`src/hw/rtl/arpc_pkg.sv`:
```
// arpc_pkg: shared types, codes and constants of the ARP cache and responder.
// No dependencies; every other file of the block refers to it by scoped name.
package arpc_pkg;

    // Cache depth default and command queue depth
    localparam int ENTRIES_DEFAULT = 32;
    localparam int QUEUE_DEPTH     = 2;

    // Operation codes of an input item
    localparam logic [1:0] OP_LOOKUP = 2'd0;
    localparam logic [1:0] OP_ADD    = 2'd1;
    localparam logic [1:0] OP_PACKET = 2'd2;

    // Result status codes
    localparam logic [1:0] ST_DONE  = 2'd0;
    localparam logic [1:0] ST_MISS  = 2'd1;
    localparam logic [1:0] ST_SHORT = 2'd2;

    // ARP packet fields
    localparam logic [15:0] OPC_REQUEST   = 16'd1;
    localparam logic [15:0] OPC_REPLY     = 16'd2;
    localparam logic [10:0] MIN_FRAME_LEN = 11'd42;

    typedef struct packed {
        logic [1:0]  operation;
        logic [31:0] peer_ip;
        logic [47:0] peer_mac;
        logic [31:0] tgt_ip;
        logic [15:0] arp_opcode;
        logic [10:0] frame_length;
    } t_in_item;

    typedef struct packed {
        logic [1:0]  status;
        logic [47:0] found_mac;
        logic        send_reply;
        logic [47:0] reply_dest_mac;
        logic [31:0] reply_target_ip;
    } t_out_item;

    // What the back end has to do with a classified transaction
    typedef enum logic [1:0] {
        CMD_NONE,
        CMD_LOOKUP,
        CMD_WRITE
    } t_cmd_kind;

    typedef struct packed {
        t_cmd_kind   kind;
        logic [1:0]  status;
        logic        send_reply;
        logic [31:0] ip;
        logic [47:0] mac;
    } t_cmd;

    typedef struct packed {
        logic full;
        logic empty;
    } t_q_flags;

endpackage

```
`src/hw/rtl/arpc_front.sv`:
```
// arpc_front: accepts input transactions and classifies them into cache commands.
// Depends on arpc_pkg.
module arpc_front (
    input  logic               i_in_valid,
    input  arpc_pkg::t_in_item i_in_item,
    input  logic [31:0]        i_own_ip,
    input  arpc_pkg::t_q_flags i_q_flags,
    output logic               o_in_stall,
    output logic               o_push,
    output arpc_pkg::t_cmd     o_cmd
);

    assign o_in_stall = i_q_flags.full;
    assign o_push     = i_in_valid && !i_q_flags.full;

    always_comb begin
        o_cmd.kind       = arpc_pkg::CMD_NONE;
        o_cmd.status     = arpc_pkg::ST_DONE;
        o_cmd.send_reply = 1'b0;
        o_cmd.ip         = i_in_item.peer_ip;
        o_cmd.mac        = i_in_item.peer_mac;
        case (i_in_item.operation)
            arpc_pkg::OP_LOOKUP: begin
                o_cmd.kind = arpc_pkg::CMD_LOOKUP;
            end
            arpc_pkg::OP_ADD: begin
                o_cmd.kind = arpc_pkg::CMD_WRITE;
            end
            arpc_pkg::OP_PACKET: begin
                if (i_in_item.frame_length < arpc_pkg::MIN_FRAME_LEN) begin
                    o_cmd.status = arpc_pkg::ST_SHORT;
                end else if (i_in_item.arp_opcode == arpc_pkg::OPC_REQUEST) begin
                    // request for us: answer and learn the sender
                    if (i_in_item.tgt_ip == i_own_ip) begin
                        o_cmd.kind       = arpc_pkg::CMD_WRITE;
                        o_cmd.send_reply = 1'b1;
                    end
                end else if (i_in_item.arp_opcode == arpc_pkg::OPC_REPLY) begin
                    o_cmd.kind = arpc_pkg::CMD_WRITE;
                end
            end
            default: begin
                o_cmd.kind = arpc_pkg::CMD_NONE;
            end
        endcase
    end

endmodule

```
`src/hw/rtl/arpc_cmd_queue.sv`:
```
// arpc_cmd_queue: short FIFO of classified commands between front and back end.
// Depends on arpc_pkg.
module arpc_cmd_queue (
    input  logic               i_clk,
    input  logic               i_rst_n,
    input  logic               i_push,
    input  arpc_pkg::t_cmd     i_cmd,
    input  logic               i_pop,
    output arpc_pkg::t_cmd     o_cmd,
    output arpc_pkg::t_q_flags o_flags
);

    localparam int DEPTH = arpc_pkg::QUEUE_DEPTH;
    localparam int PTR_W = (DEPTH > 1) ? $clog2(DEPTH) : 1;
    localparam int CNT_W = $clog2(DEPTH + 1);

    arpc_pkg::t_cmd   r_mem [DEPTH];
    logic [PTR_W-1:0] r_wr_ptr;
    logic [PTR_W-1:0] r_rd_ptr;
    logic [CNT_W-1:0] r_count;

    function automatic logic [PTR_W-1:0] ptr_inc(input logic [PTR_W-1:0] p);
        return (p == PTR_W'(DEPTH - 1)) ? '0 : p + PTR_W'(1);
    endfunction

    always_ff @(posedge i_clk) begin
        if (!i_rst_n) begin
            r_wr_ptr <= '0;
            r_rd_ptr <= '0;
            r_count  <= '0;
        end else begin
            if (i_push) begin
                r_wr_ptr <= ptr_inc(r_wr_ptr);
            end
            if (i_pop) begin
                r_rd_ptr <= ptr_inc(r_rd_ptr);
            end
            if (i_push && !i_pop) begin
                r_count <= r_count + CNT_W'(1);
            end else if (i_pop && !i_push) begin
                r_count <= r_count - CNT_W'(1);
            end
        end
    end

    always_ff @(posedge i_clk) begin
        if (i_push) begin
            r_mem[r_wr_ptr] <= i_cmd;
        end
    end

    assign o_cmd         = r_mem[r_rd_ptr];
    assign o_flags.full  = (r_count == CNT_W'(DEPTH));
    assign o_flags.empty = (r_count == '0);

endmodule

```
`src/hw/rtl/arpc_back.sv`:
```
// arpc_back: cache storage, round-robin replacement, lookup and result register.
// Depends on arpc_pkg.
module arpc_back #(
    parameter int ENTRIES = arpc_pkg::ENTRIES_DEFAULT
) (
    input  logic                i_clk,
    input  logic                i_rst_n,
    input  arpc_pkg::t_cmd      i_cmd,
    input  arpc_pkg::t_q_flags  i_q_flags,
    output logic                o_pop,
    output logic                o_out_valid,
    input  logic                i_out_stall,
    output arpc_pkg::t_out_item o_out_item
);

    localparam int SLOT_W = $clog2(ENTRIES);

    typedef enum logic {
        S_IDLE,
        S_SELECT
    } t_state;

    t_state              r_state;
    logic [31:0]         r_ip  [ENTRIES];
    logic [47:0]         r_mac [ENTRIES];
    logic [ENTRIES-1:0]  r_valid;
    logic [SLOT_W-1:0]   r_next_slot;
    logic [SLOT_W-1:0]   n_next_slot;
    logic [ENTRIES-1:0]  r_match;
    logic                r_out_valid;
    arpc_pkg::t_out_item r_out;

    logic [ENTRIES-1:0]  w_match;
    logic                w_hit;
    logic [SLOT_W-1:0]   w_hit_idx;
    logic                w_out_free;
    logic                w_write;
    logic                w_out_load;

    assign w_out_free = !r_out_valid || !i_out_stall;

    // lookups leave the queue at once, the rest only when the result can be written
    assign o_pop   = (r_state == S_IDLE) && !i_q_flags.empty &&
                     ((i_cmd.kind == arpc_pkg::CMD_LOOKUP) || w_out_free);
    assign w_write = o_pop && (i_cmd.kind == arpc_pkg::CMD_WRITE);

    // result register loads on a non-lookup pop or at the end of a lookup
    assign w_out_load = (o_pop && (i_cmd.kind != arpc_pkg::CMD_LOOKUP)) ||
                        ((r_state == S_SELECT) && w_out_free);

    assign n_next_slot = (r_next_slot == SLOT_W'(ENTRIES - 1)) ? '0
                                                               : r_next_slot + SLOT_W'(1);

    always_comb begin
        for (int i = 0; i < ENTRIES; i++) begin
            w_match[i] = r_valid[i] && (r_ip[i] == i_cmd.ip);
        end
    end

    // lowest matching index wins
    always_comb begin
        w_hit     = |r_match;
        w_hit_idx = '0;
        for (int i = ENTRIES - 1; i >= 0; i--) begin
            if (r_match[i]) begin
                w_hit_idx = SLOT_W'(i);
            end
        end
    end

    always_ff @(posedge i_clk) begin
        if (!i_rst_n) begin
            r_state     <= S_IDLE;
            r_out_valid <= 1'b0;
            r_valid     <= '0;
            r_next_slot <= '0;
        end else begin
            if (w_out_load) begin
                r_out_valid <= 1'b1;
            end else if (!i_out_stall) begin
                r_out_valid <= 1'b0;
            end
            case (r_state)
                S_IDLE: begin
                    if (o_pop) begin
                        if (i_cmd.kind == arpc_pkg::CMD_LOOKUP) begin
                            r_match <= w_match;
                            r_state <= S_SELECT;
                        end else begin
                            r_out.status              <= i_cmd.status;
                            r_out.found_mac           <= '0;
                            r_out.send_reply          <= i_cmd.send_reply;
                            r_out.reply_dest_mac      <= i_cmd.send_reply ? i_cmd.mac : '0;
                            r_out.reply_target_ip     <= i_cmd.send_reply ? i_cmd.ip : '0;
                            if (w_write) begin
                                r_valid[r_next_slot] <= 1'b1;
                                r_next_slot          <= n_next_slot;
                            end
                        end
                    end
                end
                S_SELECT: begin
                    if (w_out_free) begin
                        r_out.status          <= w_hit ? arpc_pkg::ST_DONE : arpc_pkg::ST_MISS;
                        r_out.found_mac       <= w_hit ? r_mac[w_hit_idx] : '0;
                        r_out.send_reply      <= 1'b0;
                        r_out.reply_dest_mac  <= '0;
                        r_out.reply_target_ip <= '0;
                        r_state               <= S_IDLE;
                    end
                end
                default: begin
                    r_state <= S_IDLE;
                end
            endcase
        end
    end

    always_ff @(posedge i_clk) begin
        if (w_write) begin
            r_ip[r_next_slot]  <= i_cmd.ip;
            r_mac[r_next_slot] <= i_cmd.mac;
        end
    end

    assign o_out_valid = r_out_valid;
    assign o_out_item  = r_out;

endmodule

```
`src/hw/rtl/arp_cache_and_responder_unit.sv`:
```
// arp_cache_and_responder_unit: top level of the ARP cache and receive responder.
// Depends on arpc_pkg, arpc_front, arpc_cmd_queue and arpc_back.
//
//  channel | direction | handshake                    | payload
//  --------+-----------+------------------------------+------------------------------
//  in      | input     | i_in_valid / o_in_stall      | i_in_item  (t_in_item)
//  out     | output    | o_out_valid / i_out_stall    | o_out_item (t_out_item)
//  config  | input     | psel, penable, pwrite, pready| paddr, pwdata, prdata
//
// Flow: the front classifies a transaction in its accept cycle into a two-entry queue;
//   the back end loads the result register straight from the queue for an add, packet
//   or ignored item, and for a lookup first registers the compare vector, then selects
//   the lowest hit; the queue keeps taking transactions, until full, while a lookup selects.
// Reset: synchronous, active low; clears valid bits and replacement pointer, no pass.
// Stalls: a stalled result waits in the output register; o_in_stall only on a full queue.
//
// Config map (64-bit data): own_ip at 0x0, own_mac at 0x8; decode uses paddr[3].
module arp_cache_and_responder_unit #(
    parameter int ENTRIES = arpc_pkg::ENTRIES_DEFAULT
) (
    input  logic                i_clk,
    input  logic                i_rst_n,
    // input channel
    input  logic                i_in_valid,
    output logic                o_in_stall,
    input  arpc_pkg::t_in_item  i_in_item,
    // result channel
    output logic                o_out_valid,
    input  logic                i_out_stall,
    output arpc_pkg::t_out_item o_out_item,
    // config port
    input  logic                psel,
    input  logic                penable,
    input  logic                pwrite,
    input  logic [3:0]          paddr,
    input  logic [63:0]         pwdata,
    output logic [63:0]         prdata,
    output logic                pready
);

    localparam logic REG_OWN_IP  = 1'b0;
    localparam logic REG_OWN_MAC = 1'b1;

    logic [31:0]        r_own_ip;
    logic [47:0]        r_own_mac;

    logic               w_push;
    logic               w_pop;
    arpc_pkg::t_cmd     w_front_cmd;
    arpc_pkg::t_cmd     w_head_cmd;
    arpc_pkg::t_q_flags w_q_flags;
    logic               w_cfg_write;

    // ---------------- config registers ----------------
    assign pready      = 1'b1;
    assign w_cfg_write = psel && penable && pwrite && pready;

    always_ff @(posedge i_clk) begin
        if (!i_rst_n) begin
            r_own_ip  <= '0;
            r_own_mac <= '0;
        end else if (w_cfg_write) begin
            if (paddr[3] == REG_OWN_MAC) begin
                r_own_mac <= pwdata[47:0];
            end else begin
                r_own_ip <= pwdata[31:0];
            end
        end
    end

    // own_mac is only read back; no result field carries it
    assign prdata = (paddr[3] == REG_OWN_IP) ? {32'b0, r_own_ip} : {16'b0, r_own_mac};

    // ---------------- front: accept and classify ----------------
    arpc_front u_front (
        .i_in_valid (i_in_valid),
        .i_in_item  (i_in_item),
        .i_own_ip   (r_own_ip),
        .i_q_flags  (w_q_flags),
        .o_in_stall (o_in_stall),
        .o_push     (w_push),
        .o_cmd      (w_front_cmd)
    );

    // ---------------- command queue ----------------
    arpc_cmd_queue u_queue (
        .i_clk   (i_clk),
        .i_rst_n (i_rst_n),
        .i_push  (w_push),
        .i_cmd   (w_front_cmd),
        .i_pop   (w_pop),
        .o_cmd   (w_head_cmd),
        .o_flags (w_q_flags)
    );

    // ---------------- back: cache and results ----------------
    arpc_back #(
        .ENTRIES (ENTRIES)
    ) u_back (
        .i_clk       (i_clk),
        .i_rst_n     (i_rst_n),
        .i_cmd       (w_head_cmd),
        .i_q_flags   (w_q_flags),
        .o_pop       (w_pop),
        .o_out_valid (o_out_valid),
        .i_out_stall (i_out_stall),
        .o_out_item  (o_out_item)
    );

    // ---------------- assertions ----------------
    a_no_push_when_full: assert property (@(posedge i_clk) disable iff (!i_rst_n)
        w_push |-> !w_q_flags.full)
        else $error("command pushed into a full queue");

    a_no_pop_when_empty: assert property (@(posedge i_clk) disable iff (!i_rst_n)
        w_pop |-> !w_q_flags.empty)
        else $error("command popped from an empty queue");

    a_reply_is_clean: assert property (@(posedge i_clk) disable iff (!i_rst_n)
        (o_out_valid && o_out_item.send_reply) |->
            (o_out_item.status == arpc_pkg::ST_DONE && o_out_item.found_mac == '0))
        else $error("reply indication with lookup fields set");

    a_miss_has_no_mac: assert property (@(posedge i_clk) disable iff (!i_rst_n)
        (o_out_valid && o_out_item.status == arpc_pkg::ST_MISS) |->
            (o_out_item.found_mac == '0 && !o_out_item.send_reply))
        else $error("lookup miss carries data");

endmodule

```
`config.mk`:
```
export PLATFORM = sky130hd
export DESIGN_NAME = arp_cache_and_responder_unit
export DESIGN_NICKNAME = d
export VERILOG_FILES = /design/src/hw/rtl/arpc_pkg.sv /design/src/hw/rtl/arpc_front.sv /design/src/hw/rtl/arpc_cmd_queue.sv /design/src/hw/rtl/arpc_back.sv /design/src/hw/rtl/arp_cache_and_responder_unit.sv
export SDC_FILE = /design/constraint.sdc
export NUM_CORES = 2
export LEC_CHECK = 0
export BUFFER_PORTS_ARGS = -buffer_cell sky130_fd_sc_hd__buf_4
export CAP_MARGIN = 10
export CORE_UTILIZATION = 30
export DETAILED_ROUTE_END_ITERATION = 8
export PLACE_DENSITY = 0.41
export SLEW_MARGIN = 40
export SYNTH_ARGS = -nofsm -noshare
export SYNTH_HDL_FRONTEND = slang
export SYNTH_SLANG_ARGS = --single-unit
```
`constraint.sdc`:
```
create_clock -name i_clk -period 10.2 [get_ports i_clk]
set_input_delay 2.04 -clock i_clk [delete_from_list [all_inputs] [get_ports i_clk]]
set_output_delay 2.04 -clock i_clk [all_outputs]
set_load 0.02 [all_outputs]
```
Yosys cells after proc, flatten, opt, wreduce, memory -nomap -nowiden:

Memory sizes are Yosys's and may differ from the RTL's. A register that Yosys moved wholly into a read port is not among the register bits.
Cells that the tools add are included.

* memories kept: 3
* RAM bits: 2730
* register bits: 286
* output and inout bits: 198

Memories
* u_back.r_mac: depth 32, bits a word 48, rd ports 1, clocked after memory_dff 0, wr ports 1, line arpc_back.sv:25 `logic [47:0] r_mac [ENTRIES];`
* u_back.r_ip: depth 32, bits a word 32, rd ports 32, clocked after memory_dff 0, wr ports 1, line arpc_back.sv:24 `logic [31:0] r_ip [ENTRIES];`
* u_queue.r_mem: depth 2, bits a word 85, rd ports 1, clocked after memory_dff 1, wr ports 1, line arpc_cmd_queue.sv:17 `arpc_pkg::t_cmd r_mem [DEPTH];`

* eq/ne operators: 46
* magnitude comparators: 3
* multiplexer cells: 70
* reductions and logical operators: 61
* add/sub/neg operators: 5
* bitwise operators: 4

Operator list (number)
* 32-bit == test: 33
* 131-bit two-way mux: 3
* 131-bit one-hot mux with 2 select lines: 1
* 5-bit two-way mux: 33
* 48-bit two-way mux: 3
* 1-bit logical AND: 43
* 32-bit two-way mux: 1
* 32-bit bitwise OR: 1
* 32-bit OR reduction: 1
* 1-bit two-way mux: 18
* 16-bit by 1-bit == test with 1-bit output (second input constant): 1
* 16-bit by 2-bit == test with 1-bit output (second input constant): 1
* 2-bit two-way mux: 7
* 4-bit AND reduction: 3
* 11-bit by 6-bit < comparator with 1-bit output (second input constant): 1
* 2-bit == test (second input constant): 3
* 1-bit logical NOT: 6
* 5-bit by 6-bit < comparator with 1-bit output (second input constant): 1
* 2-bit by 1-bit != test with 1-bit output (second input constant): 3
* 2-bit one-hot mux with 3 select lines: 1
* 5-bit by 1-bit adder with 5-bit output (second input constant): 1
* 1-bit demux with 5-bit select: 1
* 5-bit == test (second input constant): 1
* 5-bit by 1-bit greater-or-equal comparator with 1-bit output (second input constant): 1
* other kinds (12): 21

Logic depth before layout (Yosys ltp):

An unclocked memory read counts as a cell.

* word-level depth: 36
* mapped depth: 12
* mapped depth without buffers: 8

Modules after synthesis:

Synthesis repeated with hierarchy kept, for this count alone.

* cell total of the unflattened synthesis: 7755
* area, all modules: 120545.6 µm²

Modules (own cells, without submodules)
* arpc_back: instances 1, cells an instance 6940, area each 109430.0 µm²
* arpc_cmd_queue: instances 1, cells an instance 286, area each 6357.3 µm²
* arp_cache_and_responder_unit: instances 1, cells an instance 385, area each 3631.0 µm²
* arpc_front: instances 1, cells an instance 144, area each 1127.3 µm²

Worst setup path before layout:

OpenSTA, ideal clock, no wires.

* path type: input -> register
* from: input port i_rst_n
* to: register u_back.r_out, in the netlist u_back.o_out_item[0] (enable)
* required time: 9.578 ns
* setup slack: 1.556 ns
* data arrival time: 8.022 ns
* path buffers: 2
* stages on the path: 4
* path through: clkbuf_1 -> clkbuf_1 -> nand2_1 -> nor2_1

* longest elaborated chain between the ends: 1

RTL lines
* start: declaration: line arp_cache_and_responder_unit.sv:22 `input logic i_rst_n,`
* 4-bit AND reduction (no source line)
* end: declaration: line arpc_back.sv:31 `arpc_pkg::t_out_item r_out;`

No other way between the ends.
A chain may end at the register's enable or synchronous reset.

Worst setup path in the final report:

* from: register u_back.r_match[3]
* to: register u_back.r_out, in the netlist u_back.o_out_item[125], data pin

* longest elaborated chain between the ends: 8
* elaborated cells on any way between the ends: 9

RTL lines
* start: declaration: line arpc_back.sv:29 `logic [ENTRIES-1:0] r_match;`
* start signal: assignment: line arpc_back.sv:87 `r_match <= w_match;`
* 5-bit two-way mux (4 in series): line arpc_back.sv:65 `if (r_match[i]) begin`
* memory read 32 x 48 bit
* 48-bit two-way mux (*): line arpc_back.sv:105 `r_out.found_mac <= w_hit ? r_mac[w_hit_idx] : '0;`
* 131-bit two-way mux (*): line arpc_back.sv:103 `if (w_out_free) begin`
* 131-bit one-hot mux with 2 select lines (*): line arpc_back.sv:83 `case (r_state)`

Every way passes the cells marked *; elsewhere a longest branch is shown, timed or not. The select of a mux whose other input is x is not followed.

==> metrics <==
RSZ-0062 raised after global routing no; RD Place Congestion 0.760; cts hold-fix bufs 0; leak pwr 46.7 nW; YS warnings 0; CTS clk-pin slew, worst paths 0.06 ns; H-tree depth 5; hpwl dp 210 mm; WS Path Type reg2reg; Worst EP required 10.97 ns; min cycle time layout 5.30 ns; Max-cap violations 0; Async SR Flop Fraction 0%; Area after DPL 131000 µm²; HP Class reg2reg; Worst VDD drop 0.000146 V; skew final 0.0662 ns; Clock Sinks 3015; WP data arrival 6.07 ns; number of setup buffers added after CTS 0; worst hold stages 2; total negative slack 0 ns; Reg power frac 44.2%; vias in the first global route 68566; Iter 0 DRT Violations 5668; drt wl/cell 29.2 µm; IO buf count 376; slowest cell on the critical path a21o_4; GRT Util Overall 19.7%; final instance area 142000 µm²; # rows 231; CTS buffer count 350; Post-Syn Area 120000 µm²; drt first pass iters 6; DRC Markers 0; fin crit share 51.9%; status finished, final reports clean; GRT Residual Overflow 0; CP endpoint kind flop; Die Area 402000 µm²; Slew @ Worst Pin 0.998 ns; Post-Route WL 405 mm; P_sw 10.6 mW; CP startpoint kind flop; fmax 0.189 GHz; Mapped Cells 7778; post-route ant nets 0; Sw Ratio 30.9%; Syn-to-layout area delta 18.9%; pin count of the biggest net entering global routing 152; initial core utilization 30.2%; clock share of power 36.2%; Power, Total 34.4 mW; Hold Vio Cnt, Final 0; clk_lat worst skew 0.95 ns; Comb power frac 19.6%; CP cell instances nor2_1 > o31ai_2 > a2111oi_4 > buf_4 > a21o_4 > buf_6 > buf_4 > a2111oi_0 > a2111oi_0 > nand4_1 > o21ai_1; IO Count 414; share of cells above drive strength 1 15.4%; post-CTS resize count 0; pwr dens 241 nW/µm²; Seq/Total Area, Yosys 74.6%; max-slew violation count 0; Syn Area/Cell 15.4 µm²; Clock Path Buffers 4; internal power 23.7 mW; largest stage delay on the critical path 0.75 ns; DR vias 68422; global-route wire length before repair 557 mm; Layout Nets 8552; CTS tree yes; CTS Root Cell clkbuf_16; CP Max Fanout 74; most frequent cells in the layout edfxtp_1, nand2_1, xor2_1, buf_4, clkbuf_16; Worst R2R Path Depth 11; setup violators final 0; die width 634 µm; Synth Flop Type edfxtp_1; relative slew slack 32.8%; count of cell types in the netlist 67; vias per inst 4.93; #FFs+latches synth 3015; fill count 37574; initial antenna violation count 26; commonest non-fill, non-tap cell in the layout edfxtp_1; core box area 397000 µm²; EDFF count, synth 2891; Die Ht 634 µm
[state kept, by name, indices dropped and copies added, names as in the netlist, named ones only]
signal              flops
u_queue.r_count         2
u_back.r_state          1
u_back.r_mac         1536
u_back.r_next_slot      5
u_queue.r_wr_ptr        1
r_own_mac              48
u_queue.r_mem         168
u_back.o_out_item     131
u_back.r_match         32
u_back.r_valid         32
r_own_ip               32
u_back.r_ip          1024
u_back.o_out_valid      1
u_queue.r_rd_ptr        1
[power by group through the flow]
| stage | clock [mW] | sequential (mW) | combinational [mW] |
|---|---|---|---|
| floorplan | 0 | 15.5 | 3.12 |
| global placement | 0 | 15.4 | 6.82 |
| detailed placement | 0 | 15.4 | 6.91 |
| CTS | 12.8 | 15.2 | 6.93 |
| global route | 13.2 | 15.2 | 7.13 |
| finish | 12.4 | 15.2 | 6.75 |
[kinds of logic after synthesis]
family	Yosys count	share of synthesized area [%]
flip-flops	3015	74.6
XOR/XNOR	1059	7.75
AND/OR/NAND/NOR	2135	8.14
adder cells (fa/ha/maj)	6	0.0627
AO/OA/AOI/OAI	675	4.49
multiplexers	307	2.75
buffers and inverters	579	2.21
other	2	0.00627
[per-stage QoR]
stage               utilization, %  hold slack [ns]  cells  setup WS (ns)
floorplan                        -            0.439   7793           1.56
global route                  35.9            0.475  13868           4.49
global placement              32.7            0.446  13170           4.27
CTS                           35.8            0.465  13858           4.78
finish                        35.9            0.459  13872           4.90
detailed placement            33.0            0.452  13214           4.57
[final timing paths]
check	endpoint	from	slack, ns
worst max-delay path	u_back.o_out_item[125]	u_back.r_match[3]	4.90
worst max register to register	u_back.o_out_item[125]	u_back.r_match[3]	4.90
worst min-delay path	r_own_mac[40]	r_own_mac[40]	0.46
worst min register to register	r_own_mac[40]	r_own_mac[40]	0.46
[metal layers]
metal  vias to the layer above  GRT usage (%)  share of wire [%]
met3                       516           2.34                4.3
met5                         -              0             0.0049
li1                      30268              -                  -
met1                     35940           25.2                 42
met4                         2           5.38                2.9
met2                      1696           35.1                 51
[critical path, delay by kind of cell, from the launching register on]
family / cells / cell delay [ns]
compound gates: 6 / 2.15
buf+inv: 3 / 1.86
flops: 1 / 0.43
simple gates: 2 / 0.47
[cells in the mapped netlist (49+ instances only)]
cell type	n	area share, %
nand3_1	328	1.4
xor2_1	904	6.6
mux2_2	80	0.75
nor2b_1	55	0.29
mux2i_1	195	1.6
nand2_1	1048	3.3
nand4_1	284	1.5
a31oi_1	49	0.26
a2111oi_0	141	1.0
buf_2	175	0.73
xnor2_1	155	1.1
edfxtp_1	2891	73
a211oi_1	94	0.59
clkbuf_1	190	0.60
dfxtp_1	124	2.1
inv_1	139	0.44
nor4_1	109	0.57
buf_4	55	0.34
nor2_1	245	0.77
a32oi_1	141	1.0
a21boi_0	82	0.51
[final cells by class]
cell class | instances | area, µm² | area share (%)
antenna | 8 | 20.0 | 0.0141
multi-input combinational | 4199 | 28600 | 20.1
inverter | 139 | 552 | 0.388
tap | 5242 | 6560 | 4.61
clock inverter | 203 | 2040 | 1.43
timing repair buffer | 625 | 5980 | 4.20
sequential | 3015 | 89300 | 62.7
clock buffer | 441 | 9300 | 6.54
Note: power is estimated with default switching activity, not from simulation.
